<file path="config.mk">
export PLATFORM = sky130hd
export DESIGN_NAME = ltd_out_fifo
export DESIGN_NICKNAME = d
export VERILOG_FILES = /design/src/hw/rtl/ltd_pkg.sv /design/src/hw/rtl/ltd_out_fifo.sv
export SDC_FILE = /design/constraint.sdc
export NUM_CORES = 1
export LEC_CHECK = 0
export ABC_AREA = 1
export BUFFER_PORTS_ARGS = -buffer_cell sky130_fd_sc_hd__buf_2
export CAP_MARGIN = 40
export CORE_MARGIN = 10
export CORE_UTILIZATION = 62
export CTS_CLUSTER_SIZE = 16
export DETAILED_ROUTE_END_ITERATION = 6
export PLACE_DENSITY_LB_ADDON = 0.08
export SETUP_SLACK_MARGIN = 0.05
export SYNTH_ARGS = -nofsm -noshare
export SYNTH_HDL_FRONTEND = slang
export SYNTH_SLANG_ARGS = --single-unit
</file>
<file path="constraint.sdc">
create_clock -name clk -period 7.15 [get_ports clk]
set_input_delay 0.3575 -clock clk [delete_from_list [all_inputs] [get_ports clk]]
set_output_delay 0.3575 -clock clk [all_outputs]
set_load 0.02 [all_outputs]
</file>
<file path="src/hw/rtl/ltd_pkg.sv">
// ----------------------------------------------------------------------------
// ltd_pkg
// Shared types and constants for the largest-triangle downsampler.
// ----------------------------------------------------------------------------
package ltd_pkg;

  localparam int COORD_W  = 24;
  localparam int CNT_W    = 17;   // point / target counts, 17 bits; point count capped at 65536
  localparam int IDX_W    = 16;   // index of a point within a series
  localparam int DIFF_W   = COORD_W + 1;
  localparam int PROD_W   = 2 * DIFF_W;
  localparam int AREA_W   = PROD_W + 1;
  localparam int ACC_W    = 2 * CNT_W;

  localparam logic [CNT_W-1:0] MAX_POINTS = CNT_W'(65536);
  localparam logic [CNT_W-1:0] MIN_TARGET = CNT_W'(3);

  localparam int IN_W  = 2 * COORD_W;
  localparam int OUT_W = 2 * COORD_W + IDX_W;

  // configuration port
  localparam int CFG_AW = 2;
  localparam int CFG_DW = CNT_W;
  localparam logic [CFG_AW-1:0] REG_POINT_COUNT  = CFG_AW'(0);
  localparam logic [CFG_AW-1:0] REG_TARGET_COUNT = CFG_AW'(1);

  // result queue
  localparam int FIFO_DEPTH = 8;
  localparam int FIFO_AW    = 3;
  localparam int FIFO_CW    = FIFO_AW + 1;
  localparam int CREDIT_W   = FIFO_CW + 1;

  typedef struct packed {
    logic                      last;
    logic [IDX_W-1:0]          index;
    logic signed [COORD_W-1:0] y;
    logic signed [COORD_W-1:0] x;
  } result_t;

  // up to two results pushed per cycle, first one goes out first
  typedef struct packed {
    logic    en0;
    logic    en1;
    result_t r0;
    result_t r1;
  } fifo_wr_t;

endpackage

</file>
<file path="src/hw/rtl/ltd_out_fifo.sv">
// ----------------------------------------------------------------------------
// ltd_out_fifo
// Result queue: takes up to two items per cycle, hands out one per cycle while the reader is ready.
// ----------------------------------------------------------------------------
module ltd_out_fifo (
  input  logic                            clk,
  input  logic                            rst,
  input  ltd_pkg::fifo_wr_t               wr,
  output logic                            rd_valid,
  input  logic                            rd_ready,
  output ltd_pkg::result_t                rd_data,
  output logic [ltd_pkg::FIFO_CW-1:0]     count
);

  ltd_pkg::result_t                   mem [ltd_pkg::FIFO_DEPTH];
  logic [ltd_pkg::FIFO_AW-1:0]        wp;
  logic [ltd_pkg::FIFO_AW-1:0]        rp;
  logic                               pop;
  logic [ltd_pkg::FIFO_CW-1:0]        push_n;

  assign rd_valid = (count != '0);
  assign rd_data  = mem[rp];
  assign pop      = rd_valid && rd_ready;
  assign push_n   = ltd_pkg::FIFO_CW'(wr.en0) + ltd_pkg::FIFO_CW'(wr.en1);

  always_ff @(posedge clk) begin
    if (wr.en0 && wr.en1) begin
      mem[wp]                                  <= wr.r0;
      mem[wp + ltd_pkg::FIFO_AW'(1)]           <= wr.r1;
    end else if (wr.en0) begin
      mem[wp] <= wr.r0;
    end else if (wr.en1) begin
      mem[wp] <= wr.r1;
    end
  end

  always_ff @(posedge clk) begin
    if (rst) begin
      wp    <= '0;
      rp    <= '0;
      count <= '0;
    end else begin
      wp    <= wp + push_n[ltd_pkg::FIFO_AW-1:0];
      if (pop) begin
        rp <= rp + ltd_pkg::FIFO_AW'(1);
      end
      count <= count + push_n - ltd_pkg::FIFO_CW'(pop);
    end
  end

endmodule

</file>
# Yosys cells after proc, flatten, opt, wreduce, memory -nomap -nowiden
# Memory sizes are Yosys's and may differ from the RTL's. A register that Yosys moved wholly into a read port is not among the register bits.
# Index checks and enable logic that the tools add are counted.
# word_totals
ram_bits	520
n_memories	1
register_bits	10
input_bits	135
# classes
addsub	6
bitwise	2
n_reduce_logical	3
n_mux	13
# memory_table
name	depth	word_bits	rd	rd_ports_with_merged_regs	wr	line	source
mem	8	65	1	1	2	ltd_out_fifo.sv:15	ltd_pkg::result_t mem [ltd_pkg::FIFO_DEPTH];
# op_table
operator	count
$mux W65	2
$mux W1	9
$add A3 B1 Y3 const B	2
$mux W3	2
$add A4 B2 Y4	1
$reduce_bool A4 Y1	1
$sub A4 B1 Y4	1
$add A3 B2 Y3	1
$add A1 B1 Y2	1
$logic_and A1 B1 Y1	2
$or A1 B1 Y1	2

# Longest topological paths before layout
# Gate-level depths: netlist (run 1).
# depth
word_depth	5
depth_mapped	12

# Least setup slack after synthesis (run 1)
# OpenSTA, ideal clock, no wires.
# synth_timing
kind	in2reg
from	input port wr[130] (netlist bit)
to	memory mem[4][0] (netlist bit) (enable)
setup_ns	0.578
required_ns	6.572
n_path_buf	0
setup_slack_ns	1.113
arrival_time_ns	5.460
stages	4
path_cell_list	inv_1 ha_1 or2_2 o21ai_0
# synth_lines
item	line	source
start: declaration	ltd_out_fifo.sv:8	input ltd_pkg::fifo_wr_t wr,
end: declaration	ltd_out_fifo.sv:15	

==> impl_metrics.yaml, run 1 <==
layout:
  syn_to_final_growth_pct: 9.27
  final_area_mm2: 0.0346
  nFillCells: 4190
  fin_nets: 4289
  drive_above_1_share_pct: 8.68
  layout.cells.non_filler: 4856
clock_tree:
  ctsHoldBuffers: 0
  numClockSinks: 533
  clkLatencyLatePin_ns: 0.63
  root_buffer: "clkbuf_16"
  path_clk_slew_ns: 0.06
  h-tree-depth: 2
  clock_tree.buffer_depth: 3
  cts_setup_buffers: 0
  cts_buffers: 55
  cts_tree: "built"
  cts_resized: 0
placement:
  post-dp-hpwl_mm: 52.3
  dp.cells: 4755
  port_buffers: 204
  gp_congestion: 0.816
  place_ws_ns: 2.99
  postPlaceCellArea_mm2: 0.0329
timing:
  fmax_mhz: 238
  fin_crit_sh_pct: 58.8
  grt_setup_unrepaired: "no"
  setup_viol: 0
  finalHoldViolations: 0
  fin_setup_tns_ns: 0
  finClkSkew_ns: 0.0192
  worst_slack_ns: 2.95
  drv_slew: 0
  period_minus_slack_ns: 4.20
  worstMarginPinSlew_ns: 1.26
  slew_headroom_pct: 16.1
pwr:
  p_leak_nw: 16.5
  p_per_area_mw_per_mm2: 305
  peakVddDrop_v: 0.000228
synthesis:
  netlist_top_cells_count: "nand2_1, edfxtp_1, nand4_1"
  yosysUniqueCellTypes: 23
  ys.flop_type: "edfxtp_1"
  yosys.area.top_type: "edfxtp_1"
  synthArstFlopShare_pct: 0
  ys_ff_latch: 533
  syn_area_per_cell_um2: 7.48
  ys_seq_area_share_pct: 50.2
  yosysWarnings: 0
  syn_inst: 4228
  synth-edff-count: 520
  synthTopCellsByArea: "edfxtp_1, nand2_1, nand4_1"
  netlist_area_mm2: 0.0316
  yosysTopAreaCellShare_pct: 49.4
  yosysMostFrequentCell: "nand2_1"
  synthesis.nets: 4377
worst_setup_path:
  regToRegStartpoint: "wp[0]$_SDFF_PP0_"
  critical_path.cell_chain: "ha_4, buf_16, inv_8, buf_16, nand3_4, buf_12, o21ai_4, buf_4, buf_12"
  worstPathRequired_ns: 7.45
  cp.arrival_ns: 4.50
  startpoint_type: "flop"
  path_class: "flop to flop"
  critPathLaunch: "wp[0]$_SDFF_PP0_"
  cp-end-kind: "flop"
  slowest_stage: "buf_4"
  critPathMaxFanout: 93
  max_stage_delay_ns: 0.52
die:
  die_area_mm2: 0.0605
  die_y_um: 246
  initial_core_util_pct: 62.9
  core_area_mm2: 0.0503
  die_w_um: 246
  rows: 82
  ios: 205
route:
  ant_nets: 0
  wl_per_cell_um: 20.1
  drcViolationCount: 0
  drt_iter0_markers: 3466
  vias: 29200
  viasPerCell: 6.01
  routed_wl_mm: 97.4
  firstDrtPassIters: 6
global_route:
  grt_max_degree: 264
  grt_use_total_pct: 31.5
  gr-total-overflow: 0
  grt_first_pass_wirelength_mm: 152
  grt_pass1_vias: 27800
  antenna_found_initial: 4
run_status:
  status: "finished clean"
hold_path:
  hp-class: "input port to flop"
  min_from: "rst"
job:
  max-cap-violations: 0
## state kept, by name, summed over array words and instances (netlist names), named ones only
register	flops
mem	520
count	4
wp	3
rp	3
## cells in the final DEF (no fill, tap or decap), types with 15 or more instances in the layout
cell / count
nand4_1: 520
clkinv_1: 16
nand2_1: 2355
inv_1: 217
clkbuf_16: 57
nand3_1: 69
o21ai_1: 65
buf_4: 37
buf_16: 15
clkbuf_1: 15
buf_2: 204
edfxtp_1: 520
## routing by layer
layer  wire length [µm]  track usage, %  share of wire [%]
met3              10600            5.08                 11
met4               3870            14.4                4.0
met5                 11               0              0.011
met1              36200            39.5                 37
met2              46700            52.7                 48
## critical path: cells and delay by family (launching register included)
kind / cells / cell delay, ns
buffers and inverters: 6 / 2.34
flip-flops: 1 / 0.51
AND/OR/NAND/NOR: 1 / 0.44
adder cells (fa/ha/maj): 1 / 0.36
AO/OA/AOI/OAI: 1 / 0.17
## logic make-up after synthesis
group	share of synthesized area, %
and+or+nand+nor	39.7
buffers and inverters	8.21
DFF	50.2
AOI/OAI and AO/OA	1.20
adders and majority gates	0.601
xor gates and xnor gates	0.111
## stage by stage
| stage | util, % | total power [mW] | hold slack [ns] |
|---|---|---|---|
| after floorplan | - | 6.59 | 0.466 |
| after global placement | 64.3 | 7.58 | 0.488 |
| after detailed placement | 65.4 | 7.77 | 0.492 |
| after CTS | 68.8 | 10.5 | 0.0226 |
| after global routing | 68.8 | 11.0 | 0.0559 |
| final | 68.8 | 10.5 | 0.0407 |
## final timing paths
kind,endpoint,slack (ns),cells after the start
worst max-delay path,mem[4][15]$_DFFE_PP_,2.95,9
worst min-delay path,count[1]$_SDFF_PP0_,0.04,2
worst max register to register,mem[4][15]$_DFFE_PP_,2.95,9
worst min register to register,flop,0.51,2
## final cells by class
| cell class | count | area [µm²] | share of cell area (%) |
|---|---|---|---|
| clock buffer | 72 | 1480 | 4.29 |
| clock inverter | 26 | 185 | 0.536 |
| timing repair buffer | 266 | 1910 | 5.53 |
| multi-input combinational | 3062 | 13400 | 38.8 |
| tap | 672 | 841 | 2.43 |
| sequential | 533 | 15900 | 46.0 |
| inverter | 222 | 860 | 2.49 |
| antenna | 3 | 7.51 | 0.0217 |
## power by group
group / internal [mW] / leakage, nW / switching (mW)
combinational: 0.970 / 10.8 / 2.81
clock: 1.55 / 0.815 / 1.21
sequential: 3.86 / 4.91 / 0.134
Note: power is estimated with default switching activity, not from simulation.
==> run 2, diff against run 1 <==
Settings changed: CORE_UTILIZATION 62 to 56.
Clock period 7.15 ns to 3.75 ns, I/O delays scaled along.
==> run 2 against run 1 <==
Non-clock buffer count is 21 higher. Die area is 9.8% higher. Combinational power increased by 99%. Flip-flop and latch count did not move. Count of clock-buffer cells in the layout increased by 13. Hold slack got worse by 0.016 ns. Via count about the same. Largest cell class unchanged. Largest power group unchanged.
==> impl_metrics.yaml, run 2 (synthesized netlist as in run 1, its figures left out) <==
timing:
  finClkSkew_ns: 0.00946
  worstMarginPinSlew_ns: 1.12
  finalHoldViolations: 0
  period_minus_slack_ns: 2.99
  grt_setup_unrepaired: "no"
  fin_setup_tns_ns: 0
  fin_crit_sh_pct: 79.8
  fin_hold_ws_ns: 0.0243
  setup_viol: 0
  slew_headroom_pct: 25.1
  drv_slew: 0
  worst_slack_ns: 0.756
  fmax_mhz: 334
route:
  met2_length_mm: 48.9
  vias: 29200
  viasPerCell: 5.88
  routed_wl_mm: 103
  wl_per_cell_um: 20.7
  firstDrtPassIters: 6
  drt_iter0_markers: 3152
  wl_met3_mm: 10.1
  ant_nets: 0
  wl_met1_mm: 40.8
  top_layer: "met5"
  drcViolationCount: 0
layout:
  layout_common_cells: "nand2_1, nand4_1, edfxtp_1, inv_1, buf_2"
  fin_nets: 4313
  drive_above_1_share_pct: 9.01
  final_common_cell: "nand2_1"
  fin_util_pct: 62.4
  largest_reg_flops: 520
  layout.cells.non_filler: 4963
  top_regs: "mem (520), count (4)"
  regMostFlops: "mem"
  syn_to_final_growth_pct: 10.9
  final_area_mm2: 0.0351
global_route:
  grt_pass1_vias: 27800
  grt_max_degree: 209
  grt_first_pass_wirelength_mm: 160
  grt_use_total_pct: 30.0
  gr-total-overflow: 0
  antenna_found_initial: 2
worst_setup_path:
  regToRegStartpoint: "wp[0]$_SDFF_PP0_"
  cp-end-kind: "output port"
  critPathMaxFanout: 208
  slowest_stage: "buf_12"
  path_common_cell: "nand2_1"
  path_class: "flop to output port"
  critical_path.cell_chain: "buf_12, nand2_1, nand2_1, nand2_1, nand2_1, nand2_1, nand2_1, buf_2"
  critPathBufInv: 2
  max_stage_delay_ns: 0.71
  cp.arrival_ns: 2.81
  startpoint_type: "flop"
  worstPathRequired_ns: 3.56
  crit_family: "buffers and inverters"
placement:
  place_ws_ns: 1.12
  gp_congestion: 0.798
  post-dp-hpwl_mm: 54.9
  port_buffers: 204
  postPlaceCellArea_mm2: 0.0332
  dp.cells: 4852
job:
  max-cap-violations: 0
pwr:
  power_frac_comb_pct: 36.6
  p_per_area_mw_per_mm2: 586
  peakVddDrop_v: 0.000612
  pwr-share-seq_pct: 36.6
  power.switching_mw: 8.17
  power_mw: 20.5
  power_frac_clock_pct: 26.8
  netSwitchingFraction_pct: 39.8
  p_leak_nw: 16.7
  p_int_mw: 12.4
clock_tree:
  cts_resized: 0
  cts_setup_buffers: 0
  ctsHoldBuffers: 8
  h-tree-depth: 2
  path_clk_slew_ns: 0.06
  clkLatencyLatePin_ns: 0.63
  clock_tree.buffer_depth: 3
  numClockSinks: 533
  root_buffer: "clkbuf_16"
  cts_buffers: 58
  cts_tree: "built"
die:
  ios: 205
  die_area_mm2: 0.0664
  rows: 87
  die_w_um: 258
  die_y_um: 258
  initial_core_util_pct: 56.3
  core_area_mm2: 0.0562
hold_path:
  hp-class: "input port to flop"
  min_from: "wr[31]"
run_status:
  status: "finished clean"
==> run 2: cell count changes in the layout (fill, tap and decap cells not counted), sizes merged <==
cell         previous run  this run
buf                   266       279
bufinv                  3         2
clkbuf                 72        85
clkinv                 24        15
diode                   3         2
dlygate4sd3             0         8
==> run 2: power by group through the flow <==
stage / combinational, mW / clock (mW) / sequential [mW]
floorplan: 4.84 / 0 / 7.66
global placement: 7.24 / 0 / 7.63
detailed placement: 7.42 / 0 / 7.64
CTS: 7.46 / 5.53 / 7.52
global route: 8.21 / 5.75 / 7.56
finish: 7.51 / 5.51 / 7.51
==> run 2: final timing paths <==
kind / end / slack [ns] / cells past startpoint
max: rd_data[21] / 0.76 / 8
min: mem[6][31]$_DFFE_PP_ / 0.02 / 3
max reg2reg: mem[2][28]$_DFFE_PP_ / 1.19 / 5
min reg2reg: flop / 0.50 / 2
==> run 2: worst min-delay path, cell delays in order <==
cell and delay, ns:
buf_2 0.18, nand4_1 0.11, nand2_1 0.07
==> run 2: cell type report <==
type | instances | area (µm²)
clock inverters | 16 | 119
multi-input cells | 3062 | 13400
inverters | 222 | 860
well taps | 756 | 946
flip-flops and latches | 533 | 15900
repair buffers | 287 | 2220
clock buffers | 85 | 1640
fillers | 4999 | 21100
diodes | 2 | 5.00
==> run 2: layer usage <==
layer  vias to the layer above  GRT usage [%]
met4                         2           10.7
met5                         -              0
li1                      13700              -
met2                      1614           49.4
met1                     13600           39.1
met3                       229           5.72
